### src/rtl/core/swcv_pkg.sv
// Shared constants and types for the sliding-window class vote block.
`default_nettype none

package swcv_pkg;

  // Fixed field widths
  localparam int ADDR_W  = 16;
  localparam int CLASS_W = 4;
  localparam int CNT_W   = 8;
  localparam int CFG_W   = 5;

  // APB register map
  localparam int APB_ADDR_W = 1;
  localparam int APB_DATA_W = 32;
  localparam logic [APB_ADDR_W-1:0] REG_CLASS_COUNT = 1'b0;
  localparam logic [CFG_W-1:0] CLASS_COUNT_RESET = 5'd6;

  // Marks a count snapshot that is ready for the vote tree
  typedef struct packed {
    logic valid;
    logic rejected;
  } tok_t;

endpackage

`default_nettype wire

### src/rtl/core/swcv_if.sv
// Event and result channel interfaces.
`default_nettype none

interface swcv_evt_if;
  logic                        valid;
  logic                        ready;
  logic [swcv_pkg::ADDR_W-1:0] event_address;

  modport source (output valid, output event_address, input ready);
  modport sink (input valid, input event_address, output ready);
endinterface

interface swcv_res_if;
  logic                         valid;
  logic                         ready;
  logic [swcv_pkg::CLASS_W-1:0] winner_class;
  logic [swcv_pkg::CNT_W-1:0]   winner_count;
  logic [swcv_pkg::CNT_W-1:0]   least_count;
  logic                         event_rejected;

  modport source (output valid, output winner_class, output winner_count,
                  output least_count, output event_rejected, input ready);
  modport sink (input valid, input winner_class, input winner_count,
                input least_count, input event_rejected, output ready);
endinterface

`default_nettype wire

### src/rtl/core/sliding_window_class_vote.sv
// Top level of the sliding-window class vote block: APB register and channel wiring.
//
//   channel   dir   handshake      payload
//   evt       in    valid/ready    event_address[15:0]
//   res       out   valid/ready    winner_class[3:0], winner_count[7:0],
//                                  least_count[7:0], event_rejected
//   apb       in    psel/penable   class_count at address 0 (5 bits)
//
// In the back end an in-range event passes S_FETCH, which reads the evicted
// entry from the window memory, then S_UPDATE, which writes the new entry and
// updates counts; an out-of-range event passes S_FETCH only. Each event goes
// through the 2-entry queue, the back end, the vote tree and the output reg.
// Synchronous reset; the window needs no clearing pass. A stalled result
// stalls the vote tree and the back end; the queue takes events until full.
`default_nettype none

module sliding_window_class_vote #(
  parameter int WINDOW_DEPTH = 128,
  parameter int MAX_CLASSES  = 16
) (
  input  logic                                clk,
  input  logic                                rst,
  input  logic                                psel,
  input  logic                                penable,
  input  logic                                pwrite,
  input  logic [swcv_pkg::APB_ADDR_W-1:0]     paddr,
  input  logic [swcv_pkg::APB_DATA_W-1:0]     pwdata,
  output logic [swcv_pkg::APB_DATA_W-1:0]     prdata,
  output logic                                pready,
  swcv_evt_if.sink                            evt,
  swcv_res_if.source                          res
);

  localparam int EW   = $clog2(MAX_CLASSES);
  localparam int CW   = $clog2(WINDOW_DEPTH+1);
  localparam int NW   = $clog2(MAX_CLASSES+1);
  localparam int CMPW = (NW > swcv_pkg::CFG_W) ? NW : swcv_pkg::CFG_W;

  logic [swcv_pkg::CFG_W-1:0] class_count;
  logic [NW-1:0]              n_active;
  logic                       q_valid;
  logic [EW-1:0]              q_cls;
  logic                       q_rej;
  logic                       q_pop;
  logic                       adv;
  swcv_pkg::tok_t             tok;
  logic [CW-1:0]              counts [MAX_CLASSES];

  assign pready = 1'b1;

  always_ff @(posedge clk) begin
    if (rst) begin
      class_count <= swcv_pkg::CLASS_COUNT_RESET;
    end else if (psel && penable && pwrite && paddr == swcv_pkg::REG_CLASS_COUNT) begin
      class_count <= pwdata[swcv_pkg::CFG_W-1:0];
    end
  end

  assign prdata = (paddr == swcv_pkg::REG_CLASS_COUNT) ?
                  swcv_pkg::APB_DATA_W'(class_count) : '0;

  // saturate at the number of implemented classes
  assign n_active = (CMPW'(class_count) > CMPW'(MAX_CLASSES)) ?
                    NW'(MAX_CLASSES) : NW'(class_count);

  swcv_front #(
    .MAX_CLASSES(MAX_CLASSES)
  ) u_front (
    .clk      (clk),
    .rst      (rst),
    .n_active (n_active),
    .evt      (evt),
    .q_valid  (q_valid),
    .q_cls    (q_cls),
    .q_rej    (q_rej),
    .q_pop    (q_pop)
  );

  swcv_back #(
    .WINDOW_DEPTH(WINDOW_DEPTH),
    .MAX_CLASSES (MAX_CLASSES)
  ) u_back (
    .clk     (clk),
    .rst     (rst),
    .q_valid (q_valid),
    .q_cls   (q_cls),
    .q_rej   (q_rej),
    .q_pop   (q_pop),
    .adv     (adv),
    .tok     (tok),
    .counts  (counts)
  );

  swcv_vote #(
    .WINDOW_DEPTH(WINDOW_DEPTH),
    .MAX_CLASSES (MAX_CLASSES)
  ) u_vote (
    .clk      (clk),
    .rst      (rst),
    .n_active (n_active),
    .tok      (tok),
    .counts   (counts),
    .adv      (adv),
    .res      (res)
  );

endmodule

`default_nettype wire

### src/rtl/core/swcv_front.sv
// Front end: accepts events, range-checks the address, queues them for the back end.
`default_nettype none

module swcv_front #(
  parameter int MAX_CLASSES = 16
) (
  input  logic                                clk,
  input  logic                                rst,
  input  logic [$clog2(MAX_CLASSES+1)-1:0]    n_active,
  swcv_evt_if.sink                            evt,
  output logic                                q_valid,
  output logic [$clog2(MAX_CLASSES)-1:0]      q_cls,
  output logic                                q_rej,
  input  logic                                q_pop
);

  localparam int EW = $clog2(MAX_CLASSES);

  logic [EW-1:0] ent_cls [2];
  logic          ent_rej [2];
  logic          wr_ptr;
  logic          rd_ptr;
  logic [1:0]    fill;
  logic          push;
  logic          rej_in;

  assign rej_in    = evt.event_address >= swcv_pkg::ADDR_W'(n_active);
  assign evt.ready = fill != 2'd2;
  assign push      = evt.valid && evt.ready;
  assign q_valid   = fill != 2'd0;
  assign q_cls     = ent_cls[rd_ptr];
  assign q_rej     = ent_rej[rd_ptr];

  always_ff @(posedge clk) begin
    if (rst) begin
      wr_ptr <= 1'b0;
      rd_ptr <= 1'b0;
      fill   <= 2'd0;
    end else begin
      if (push) wr_ptr <= ~wr_ptr;
      if (q_pop) rd_ptr <= ~rd_ptr;
      case ({push, q_pop})
        2'b10:   fill <= fill + 2'd1;
        2'b01:   fill <= fill - 2'd1;
        default: fill <= fill;
      endcase
    end
  end

  always_ff @(posedge clk) begin
    if (push) begin
      ent_cls[wr_ptr] <= evt.event_address[EW-1:0];
      ent_rej[wr_ptr] <= rej_in;
    end
  end

endmodule

`default_nettype wire

### src/rtl/core/swcv_back.sv
// Back end: window memory, oldest pointer and per-class counts.
`default_nettype none

module swcv_back #(
  parameter int WINDOW_DEPTH = 128,
  parameter int MAX_CLASSES  = 16
) (
  input  logic                                   clk,
  input  logic                                   rst,
  input  logic                                   q_valid,
  input  logic [$clog2(MAX_CLASSES)-1:0]         q_cls,
  input  logic                                   q_rej,
  output logic                                   q_pop,
  input  logic                                   adv,
  output swcv_pkg::tok_t                         tok,
  output logic [$clog2(WINDOW_DEPTH+1)-1:0]      counts [MAX_CLASSES]
);

  localparam int EW = $clog2(MAX_CLASSES);
  localparam int CW = $clog2(WINDOW_DEPTH+1);
  localparam int PW = (WINDOW_DEPTH > 1) ? $clog2(WINDOW_DEPTH) : 1;

  typedef enum logic {
    S_FETCH,
    S_UPDATE
  } state_t;

  state_t        state;
  logic [PW-1:0] ptr;
  logic          wrapped;
  logic [EW-1:0] cur_cls;
  logic [EW-1:0] rd_data;
  logic [EW-1:0] old_cls;
  logic          mem_re;
  logic          upd;
  logic [EW-1:0] mem [WINDOW_DEPTH];

  assign q_pop  = adv && q_valid && (state == S_FETCH);
  assign mem_re = q_pop && !q_rej;
  assign upd    = adv && (state == S_UPDATE);
  // entries not yet overwritten since reset are treated as class 0
  assign old_cls = wrapped ? rd_data : '0;

  always_ff @(posedge clk) begin
    if (rst) begin
      state   <= S_FETCH;
      ptr     <= '0;
      wrapped <= 1'b0;
      tok     <= '0;
    end else if (adv) begin
      unique case (state)
        S_FETCH: begin
          if (q_valid && q_rej) begin
            tok <= '{valid: 1'b1, rejected: 1'b1};
          end else begin
            tok <= '0;
          end
          if (q_valid && !q_rej) begin
            cur_cls <= q_cls;
            state   <= S_UPDATE;
          end
        end
        S_UPDATE: begin
          tok   <= '{valid: 1'b1, rejected: 1'b0};
          state <= S_FETCH;
          if (ptr == PW'(WINDOW_DEPTH - 1)) begin
            ptr     <= '0;
            wrapped <= 1'b1;
          end else begin
            ptr <= ptr + PW'(1);
          end
        end
        default: state <= S_FETCH;
      endcase
    end
  end

  always_ff @(posedge clk) begin
    if (upd) mem[ptr] <= cur_cls;
    if (mem_re) rd_data <= mem[ptr];
  end

  for (genvar i = 0; i < MAX_CLASSES; i++) begin : g_cnt
    logic          dec;
    logic          inc;
    logic [CW-1:0] cnt_next;

    assign dec      = (old_cls == EW'(i)) && (counts[i] != '0);
    assign inc      = cur_cls == EW'(i);
    assign cnt_next = counts[i] - CW'(dec) + CW'(inc);

    always_ff @(posedge clk) begin
      if (rst) begin
        counts[i] <= (i == 0) ? CW'(WINDOW_DEPTH) : '0;
      end else if (upd) begin
        counts[i] <= cnt_next;
      end
    end
  end

endmodule

`default_nettype wire

### src/rtl/core/swcv_vote.sv
// Vote: registered max/min tree over the class counts and the result register.
`default_nettype none

module swcv_vote #(
  parameter int WINDOW_DEPTH = 128,
  parameter int MAX_CLASSES  = 16
) (
  input  logic                                clk,
  input  logic                                rst,
  input  logic [$clog2(MAX_CLASSES+1)-1:0]    n_active,
  input  swcv_pkg::tok_t                      tok,
  input  logic [$clog2(WINDOW_DEPTH+1)-1:0]   counts [MAX_CLASSES],
  output logic                                adv,
  swcv_res_if.source                          res
);

  localparam int LEVELS = $clog2(MAX_CLASSES);
  localparam int P      = 1 << LEVELS;
  localparam int CW     = $clog2(WINDOW_DEPTH+1);
  localparam int IW     = LEVELS;
  localparam int NW     = $clog2(MAX_CLASSES+1);

  typedef struct packed {
    logic          valid;
    logic [CW-1:0] max_cnt;
    logic [IW-1:0] max_idx;
    logic [CW-1:0] min_cnt;
  } node_t;

  // left child holds the lower indices, so ties keep the left winner
  function automatic node_t merge(node_t l, node_t r);
    node_t m;
    if (!r.valid) begin
      m = l;
    end else if (!l.valid) begin
      m = r;
    end else begin
      m.valid = 1'b1;
      if (r.max_cnt > l.max_cnt) begin
        m.max_cnt = r.max_cnt;
        m.max_idx = r.max_idx;
      end else begin
        m.max_cnt = l.max_cnt;
        m.max_idx = l.max_idx;
      end
      m.min_cnt = (r.min_cnt < l.min_cnt) ? r.min_cnt : l.min_cnt;
    end
    return m;
  endfunction

  node_t              leaf [P];
  node_t              node [1:P-1];
  swcv_pkg::tok_t     tok_pipe [LEVELS];
  node_t              root;
  logic [IW+3:0]      idx_ext;
  logic [CW+7:0]      win_ext;
  logic [CW+7:0]      min_ext;
  logic               out_valid;

  assign adv = !out_valid || res.ready;

  for (genvar i = 0; i < P; i++) begin : g_leaf
    if (i < MAX_CLASSES) begin : g_act
      assign leaf[i] = '{valid: (n_active > NW'(i)), max_cnt: counts[i],
                         max_idx: IW'(i), min_cnt: counts[i]};
    end else begin : g_pad
      assign leaf[i] = '0;
    end
  end

  for (genvar j = 1; j < P; j++) begin : g_node
    if (2 * j < P) begin : g_inner
      always_ff @(posedge clk) begin
        if (adv) node[j] <= merge(node[2*j], node[2*j+1]);
      end
    end else begin : g_bottom
      always_ff @(posedge clk) begin
        if (adv) node[j] <= merge(leaf[2*j-P], leaf[2*j+1-P]);
      end
    end
  end

  always_ff @(posedge clk) begin
    if (rst) begin
      for (int k = 0; k < LEVELS; k++) tok_pipe[k] <= '0;
    end else if (adv) begin
      tok_pipe[0] <= tok;
      for (int k = 1; k < LEVELS; k++) tok_pipe[k] <= tok_pipe[k-1];
    end
  end

  assign root    = node[1];
  assign idx_ext = {4'b0, root.max_idx};
  assign win_ext = {8'b0, root.max_cnt};
  assign min_ext = {8'b0, root.min_cnt};

  always_ff @(posedge clk) begin
    if (rst) begin
      out_valid <= 1'b0;
    end else if (adv) begin
      out_valid <= tok_pipe[LEVELS-1].valid;
    end
  end

  always_ff @(posedge clk) begin
    if (adv && tok_pipe[LEVELS-1].valid) begin
      res.event_rejected <= tok_pipe[LEVELS-1].rejected;
      // no active classes: vote fields all zero
      res.winner_class   <= root.valid ? idx_ext[3:0] : '0;
      res.winner_count   <= root.valid ? win_ext[7:0] : '0;
      res.least_count    <= root.valid ? min_ext[7:0] : '0;
    end
  end

  assign res.valid = out_valid;

endmodule

`default_nettype wire

### src/flat_wrapper.sv
// flat-port wrapper written by rule: the top's interface ports become plain ports
module sliding_window_class_vote_flat 
#(
  parameter int WINDOW_DEPTH = 128,
  parameter int MAX_CLASSES  = 16
)
  (clk, rst, psel, penable, pwrite, paddr, pwdata, prdata, pready, evt_valid, evt_event_address, evt_ready, res_valid, res_winner_class, res_winner_count, res_least_count, res_event_rejected, res_ready);
  swcv_evt_if evt_i ();
  swcv_res_if res_i ();
  input  logic clk;
  input  logic rst;
  input  logic psel;
  input  logic penable;
  input  logic pwrite;
  input  logic [swcv_pkg::APB_ADDR_W-1:0] paddr;
  input  logic [swcv_pkg::APB_DATA_W-1:0] pwdata;
  output logic [swcv_pkg::APB_DATA_W-1:0] prdata;
  output logic pready;
  input wire logic [$bits(evt_i.valid)-1:0] evt_valid;
  input wire logic [$bits(evt_i.event_address)-1:0] evt_event_address;
  output wire logic [$bits(evt_i.ready)-1:0] evt_ready;
  output wire logic [$bits(res_i.valid)-1:0] res_valid;
  output wire logic [$bits(res_i.winner_class)-1:0] res_winner_class;
  output wire logic [$bits(res_i.winner_count)-1:0] res_winner_count;
  output wire logic [$bits(res_i.least_count)-1:0] res_least_count;
  output wire logic [$bits(res_i.event_rejected)-1:0] res_event_rejected;
  input wire logic [$bits(res_i.ready)-1:0] res_ready;
  assign evt_i.valid = evt_valid;
  assign evt_i.event_address = evt_event_address;
  assign evt_ready = evt_i.ready;
  assign res_valid = res_i.valid;
  assign res_winner_class = res_i.winner_class;
  assign res_winner_count = res_i.winner_count;
  assign res_least_count = res_i.least_count;
  assign res_event_rejected = res_i.event_rejected;
  assign res_i.ready = res_ready;
  sliding_window_class_vote #(.WINDOW_DEPTH(WINDOW_DEPTH), .MAX_CLASSES(MAX_CLASSES)) u_core (.clk(clk), .rst(rst), .psel(psel), .penable(penable), .pwrite(pwrite), .paddr(paddr), .pwdata(pwdata), .prdata(prdata), .pready(pready), .evt(evt_i), .res(res_i));
endmodule
### config.mk
export PLATFORM = sky130hd
export DESIGN_NAME = sliding_window_class_vote_flat
export DESIGN_NICKNAME = d
export VERILOG_FILES = /design/src/rtl/core/swcv_pkg.sv /design/src/rtl/core/swcv_if.sv /design/src/rtl/core/sliding_window_class_vote.sv /design/src/rtl/core/swcv_front.sv /design/src/rtl/core/swcv_back.sv /design/src/rtl/core/swcv_vote.sv /design/src/flat_wrapper.sv
export SDC_FILE = /design/constraint.sdc
export NUM_CORES = 2
export LEC_CHECK = 0
export ABC_AREA = 1
export BUFFER_PORTS_ARGS = -buffer_cell sky130_fd_sc_hd__buf_2
export CORE_MARGIN = 4
export CORE_UTILIZATION = 50
export CTS_BUF_LIST = sky130_fd_sc_hd__clkbuf_8
export CTS_CLUSTER_DIAMETER = 80
export DETAILED_ROUTE_END_ITERATION = 7
export PLACE_DENSITY_LB_ADDON = 0.12
export SETUP_SLACK_MARGIN = 0.05
export SLEW_MARGIN = 20
export SYNTH_ARGS = -nofsm -noshare
export SYNTH_HDL_FRONTEND = slang
export SYNTH_HIERARCHICAL = 1
export SYNTH_SLANG_ARGS = --single-unit
### constraint.sdc
create_clock -name clk -period 10.59 [get_ports clk]
set_input_delay 0 -clock clk [delete_from_list [all_inputs] [get_ports clk]]
set_output_delay 0 -clock clk [all_outputs]
set_load 0.01 [all_outputs]
* Word level (Yosys, flattened, before mapping) *
Memories as Yosys holds them, arrays and structs flattened. A register that Yosys moved wholly into a read port is not among the register bits.
Index checks and enable logic that the tools add are counted.

storage, ports and cells
  flip-flop bits (word level) = 170
  bits in writable memories = 845
  input bits = 56
  output and inout bits = 56
  logic and storage cells = 314
  memories = 5

cells by class
  add/sub/neg operators = 35
  magnitude comparators = 48
  equal/unequal tests = 34
  mux-type cells = 100
  bitwise logic cells = 9
  reduce and logical (&&, ||, !) cells = 53

memories
  name                    depth  bits a word  rd ports  clocked after memory_dff  write ports  line              RTL
  u_core.u_back.mem       128    4            1         1                         1            swcv_back.sv:36   logic [EW-1:0] mem [WINDOW_DEPTH];
  u_core.u_vote.node      15     21           15        0                         15           swcv_vote.sv:52   node_t node [1:P-1];
  u_core.u_front.ent_cls  2      4            1         1                         1            swcv_front.sv:19  logic [EW-1:0] ent_cls [2];
  u_core.u_vote.tok_pipe  4      2            4         0                         4            swcv_vote.sv:53   swcv_pkg::tok_t tok_pipe [LEVELS];
  u_core.u_front.ent_rej  2      1            1         1                         1            swcv_front.sv:20  logic ent_rej [2];

operator list
  kind                                                                   number
  21-bit 2-to-1 mux                                                      30
  20-bit 2-to-1 mux                                                      15
  12-bit 2-to-1 mux                                                      15
  8-bit by 1-bit adder with 8-bit output                                 16
  8-bit nonzero test                                                     16
  8-bit by 1-bit subtractor with 8-bit output                            16
  8-bit > comparator                                                     15
  8-bit < comparator                                                     15
  8-bit 2-to-1 mux                                                       15
  4-bit equality test, second input constant                             16
  5-bit by 4-bit > comparator with 1-bit output, second input constant   8
  4-bit by 3-bit equality test with 1-bit output, second input constant  8
  1-bit logical AND                                                      27
  5-bit by 3-bit > comparator with 1-bit output, second input constant   4
  4-bit by 2-bit equality test with 1-bit output, second input constant  4
  16-bit by 5-bit >= comparator with 1-bit output                        1
  1-bit 2-to-1 mux                                                       13
  5-bit by 1-bit > comparator with 1-bit output, second input constant   2
  5-bit by 2-bit > comparator with 1-bit output, second input constant   2
  2-bit 2-to-1 mux                                                       5
  5-bit 2-to-1 mux                                                       2
  4-bit by 1-bit equality test with 1-bit output, second input constant  2
  4-bit zero test                                                        2
  2-bit case mux with 2 select lines                                     2
  19 further kinds                                                       28

* Depth between registers and ports, before layout *
  depth in word-level cells = 6
  mapped depth = 18
  gate-level depth less buffers = 18

* Cells and area by module *
The synthesis kept the hierarchy.

modules (own cells, without submodules)
  module                     times used  cells each  area an instance (um^2)  sequential area each (um^2)
  swcv_back                  1           3780        33278.2                  18397.6
  swcv_vote                  1           1958        17779.6                  9328.9
  swcv_front                 1           79          783.3                    400.4
  sliding_window_class_vote  1           80          513.0                    100.1

* Worst setup path before layout *
No wires, ideal clock.

  path kind = register -> register
  start = register u_core.u_vote.out_valid (netlist: u_core/u_vote/res.valid), read port of u_core.u_vote.tok_pipe
  end = memory u_core/u_back/mem[36][0] (netlist bit) (enable)
  library setup time = 0.329 ns
  arrival = 8.901 ns
  required time = 10.261 ns
  path slack = 1.360 ns
  cell stages (with the launch flop) = 8
  clock period less this slack = 9.230 ns
  cell sequence = dfxtp_1 -> nand2_1 -> nand2_1 -> inv_1 -> buf_2 -> nand3_1 -> buf_2 -> nor2_1

on the way
  word-level cells in the longest chain between the ends = 5

ends and longest elaborated chain
  element                                 line                             RTL
  from (decl)                             swcv_vote.sv:58                  logic out_valid;
  1-bit zero test                         swcv_vote.sv:60                  assign adv = !out_valid || res.ready;
  1-bit logical OR                        swcv_vote.sv:60
  via u_core.adv                          sliding_window_class_vote.sv:45  logic adv;
  1-bit logical AND                       swcv_back.sv:40                  assign upd = adv && (state == S_UPDATE);
  1-bit 2-to-1 mux                        swcv_back.sv:79                  if (upd) mem[ptr] <= cur_cls;
  1-bit 2-to-1 mux (not written as such)  swcv_back.sv:79
  to (decl)                               swcv_back.sv:36

The timed path passes the listed nets, and every way through them passes these cells.

* Worst setup path after layout *
  start = register u_core.u_back.cur_cls[2], read port of u_core.u_front.ent_cls
  end = register u_core/u_back/counts[86] (netlist bit)

on the way
  word-level cells in the longest chain between the ends = 2

ends and longest elaborated chain
  element                                         line             RTL
  from (decl)                                     swcv_back.sv:31  logic [EW-1:0] cur_cls;
  4-bit by 3-bit equality test with 1-bit output  swcv_back.sv:89  assign inc = cur_cls == EW'(i);
  8-bit by 1-bit adder with 8-bit output          swcv_back.sv:90  assign cnt_next = counts[i] - CW'(dec) + CW'(inc);
  to (signal, indexed assignment)                 swcv_back.sv:94  counts[i] <= (i == 0) ? CW'(WINDOW_DEPTH) : '0;
  to (signal, indexed assignment)                 swcv_back.sv:96  counts[i] <= cnt_next;
  to (decl)                                       swcv_back.sv:16  output logic [$clog2(WINDOW_DEPTH+1)-1:0] counts [MAX_CLASSES]

Every way passes these cells.
A chain may end at the register's enable or synchronous reset.

==> results.cfg <==
[sta]
final-setup-viol-count = 0
maxSlewHeadroom_pct = 27.2
clock.fmax_mhz = 238
clock_skew_ns = 0.0424
timing.hold.ws_ns = 0.0930
drv_slew = 0
hold_viol_final = 0
timing.final.crit_period_ns = 4.20
rsz0062_at_grt = false
period_share_pct = 39.6
tightest_slew_ns = 1.09
final.setup.tns_ns = 0
worst_slack_ns = 6.39

[grt]
grt_max_degree = 98
grt_pass1_vias = 36119
antenna_found_initial = 3
overflow = 0
grt_pass1_wl_um = 200000
groute.usage.overall_pct = 23.1

[worst_setup_path]
cp_common_cell = inv_1
critPathTopFamily = flip-flops
endpoint_kind = register
cp.depth = 17
cp.arrival_ns = 4.93
path_cells = buf_4, inv_1, nor2_1, nand2_1, ha_1, inv_1, ha_1, inv_1, fa_1, inv_1, nand2_1, nand2_1, a21oi_1, o21ai_0, xor2_1, o21ai_0, inv_1
worstPathRequired_ns = 11.32
path_class = register to register
critPathMaxFanout = 42
reg2reg_slack_ns = 6.39
slowest_delay_ns = 1.06
reg2reg_depth = 17
startpoint = u_core/u_back/cur_cls[2]
worst-path-buf-inv = 6
cp_slowest_cell = edfxtp_1
startpoint_type = register
critPathCapture = u_core/u_back/counts[86]
timing.rr.end = u_core/u_back/counts[86]
reg2reg_from = u_core/u_back/cur_cls[2]

[job]
cap_violations = 0

[clocking]
cts_sinks = 990
worstSkewPairLatency_ns = 0.86
clk_pin_slew_ns = 0.06
h-tree-depth = 4
ctsLongestPathBuffers = 3
root_buffer = clkbuf_8
cts_setup_buffers = 0
numCtsBuffers = 168
cts_tree = built

[drt]
drc = 0
viasPerCell = 5.10
wl_per_cell_um = 17.1
wl_um = 129000
via_count = 38396
drt-initial-drc-count = 2985
ant_nets = 0
first_pass_iters = 6

[power_and_ir_drop]
p_per_area_nw_per_um2 = 137
seq_power_share_pct = 54.9
power_leakage_nw = 25.7
internal_power_mw = 5.97
power_frac_clock_pct = 41.0
p_comb_share_pct = 4.1
p_sw_share_pct = 23.8
peakVddDrop_uv = 93.0
switchingPower_mw = 1.87

[final_layout]
final_common_cell = nand2_1
drive_above_1_share_pct = 7.06
nFillCells = 9426
final_cell_area_sq_um = 57200
area_growth_pct = 9.20
most-common-layout-cells = nand2_1 (2,216), edfxtp_1 (840), inv_1 (769), nor2_1 (354), ha_1 (352)
fin_nets = 6434

[place]
port_buffers = 56
gp_congestion = 0.848
dpl-instance-area_sq_um = 53600
hpwl_um = 85200
dpl_worst_slack_ns = 6.45

[min_path]
worstHoldStart = penable
min_path_type = input port to register

[die]
dieHeight_um = 332
io_pins = 112
rows = 118
core_area_sq_um = 104000
initial_utilization_pct = 50.4
die_x_um = 332
dieArea_sq_um = 110000

[yosys]
netlist_area_sq_um = 52400
ys_ff_latch = 990
ys_seq_area_share_pct = 53.9
ys_types = 49
ys_async_sr_fraction_pct = 0
synth_cells = 5897
synth-warning-count = 6
synth-edff-count = 840
avgSynthCellArea_sq_um = 8.88
synth_ff_type = edfxtp_1

[outcome]
run_status = finished, final reports clean
## layer usage
layer	GRT usage (%)	part of all wire (%)	vias up
met4	7.24	2.6	0
met1	33.1	46	17831
met3	3.98	6.5	190
met5	0	0	-
li1	-	-	19295
met2	35.9	45	1080
## through the flow
step / power [mW] / cells / utilization [%]
after floorplan: 4.59 / 5923 / -
after global routing: 8.16 / 7525 / 55.1
after CTS: 7.93 / 7523 / 55.1
after global placement: 4.69 / 7181 / 51.7
final: 7.84 / 7525 / 55.1
after detailed placement: 4.69 / 7181 / 51.7
## cells by family (layout without fill, tap and decap cells)
group / after synthesis / after routing / synth area share, %
simple gates: 2978 / 2978 / 22.8
fa+ha+maj: 368 / 368 / 9.02
buf+inv: 947 / 1167 / 7.45
other cells: 2 / 30 / 0.0143
mux: 5 / 5 / 0.108
flops: 990 / 990 / 53.9
compound gates: 540 / 540 / 5.56
xor+xnor: 67 / 67 / 1.12
## power groups by stage
stage / combinational, mW / sequential, mW / clock [mW]
after floorplan: 0.240 / 4.35 / 0
after global placement: 0.306 / 4.38 / 0
after detailed placement: 0.310 / 4.38 / 0
after CTS: 0.319 / 4.30 / 3.31
after global routing: 0.361 / 4.31 / 3.50
final: 0.320 / 4.30 / 3.22
## sequential cells by signal (all words and copies together), names as in the netlist, 2 cells and up, named ones only
signal	cells
u_core/u_vote/node	281
u_core/u_front/ent_rej	2
u_core/u_back/rd_data	4
u_core/u_back/cur_cls	4
u_core/u_vote/tok_pipe	8
u_core/u_vote/res.least_count	8
u_core/u_back/tok	2
u_core/class_count	5
u_core/u_front/ent_cls	8
u_core/u_back/counts	128
u_core/u_vote/res.winner_count	8
u_core/u_front/fill	2
u_core/u_vote/res.winner_class	4
u_core/u_back/ptr	7
u_core/u_back/mem	512
## Yosys cell counts, types with 2 or more instances
library cell	number	area (sq um)
nand2_1	2219	8330
buf_1	14	52.6
nor2_4	6	67.6
xor2_1	52	455
or2_2	34	213
o21ai_0	190	951
a31oi_1	15	93.8
nand3_1	268	1340
o21a_1	12	90.1
ha_1	352	4400
buf_6	9	101
a211oi_1	3	22.5
nand2_4	12	135
nor2_2	7	43.8
edfxtp_1	840	25200
nor2_1	356	1340
nand3_2	5	50.1
o21ai_1	38	190
or2_1	2	12.5
conb_1	2	7.51
buf_2	78	390
nor3_1	40	200
mux2_2	5	56.3
a21o_1	9	67.6
xnor2_1	15	131
dfxtp_1	150	3000
clkinv_1	5	18.8
nand2_2	12	75.1
a21oi_1	231	1160
o21bai_1	20	150
inv_2	10	37.5
buf_4	47	353
inv_1	716	2690
nand4_1	11	68.8
clkbuf_1	66	248
fa_1	16	320
o211ai_1	18	135
## worst min path at each step
stage                                   end  slack (ns)  cells past startpoint
5_1_grt               u_core/class_count[4]        0.06                      6
3_5_place_dp   u_core/u_front/ent_cls[1][0]        0.21                      1
4_1_cts               u_core/class_count[3]        0.01                      6
3_3_place_gp   u_core/u_front/ent_cls[0][0]        0.21                      1
2_1_floorplan                     prdata[0]        0.05                      1
6_report              u_core/class_count[0]        0.09                      6
## area by class of cell
class / count / area (sq um) / area share, %
Antenna cell: 2 / 5.00 / 0.00875
Clock buffer: 175 / 2410 / 4.21
Clock inverter: 128 / 716 / 1.25
Inverter: 733 / 2760 / 4.83
Multi-Input combinational cell: 3986 / 20400 / 35.6
Sequential cell: 990 / 28200 / 49.4
Tap cell: 1380 / 1730 / 3.02
Timing Repair Buffer: 131 / 943 / 1.65
## worst register-to-register path, cell delays in order, from the launching register on
cell      delay, ns
edfxtp_1       1.06
buf_4          0.64
inv_1          0.12
nor2_1         0.30
nand2_1        0.13
ha_1           0.32
inv_1          0.10
ha_1           0.17
inv_1          0.06
fa_1           0.39
inv_1          0.07
nand2_1        0.05
nand2_1        0.07
a21oi_1        0.10
o21ai_0        0.22
xor2_1         0.09
o21ai_0        0.15
inv_1          0.06
## what timing repair did
| item | in CTS | in global routing |
|---|---|---|
| gates resized for setup | 0 | 0 |
| setup endpoints to repair | 0 | 0 |
| hold buffers | 39 | 0 |
| hold endpoints to repair | 131 | 0 |
Power figures use the tool's default switching activity.
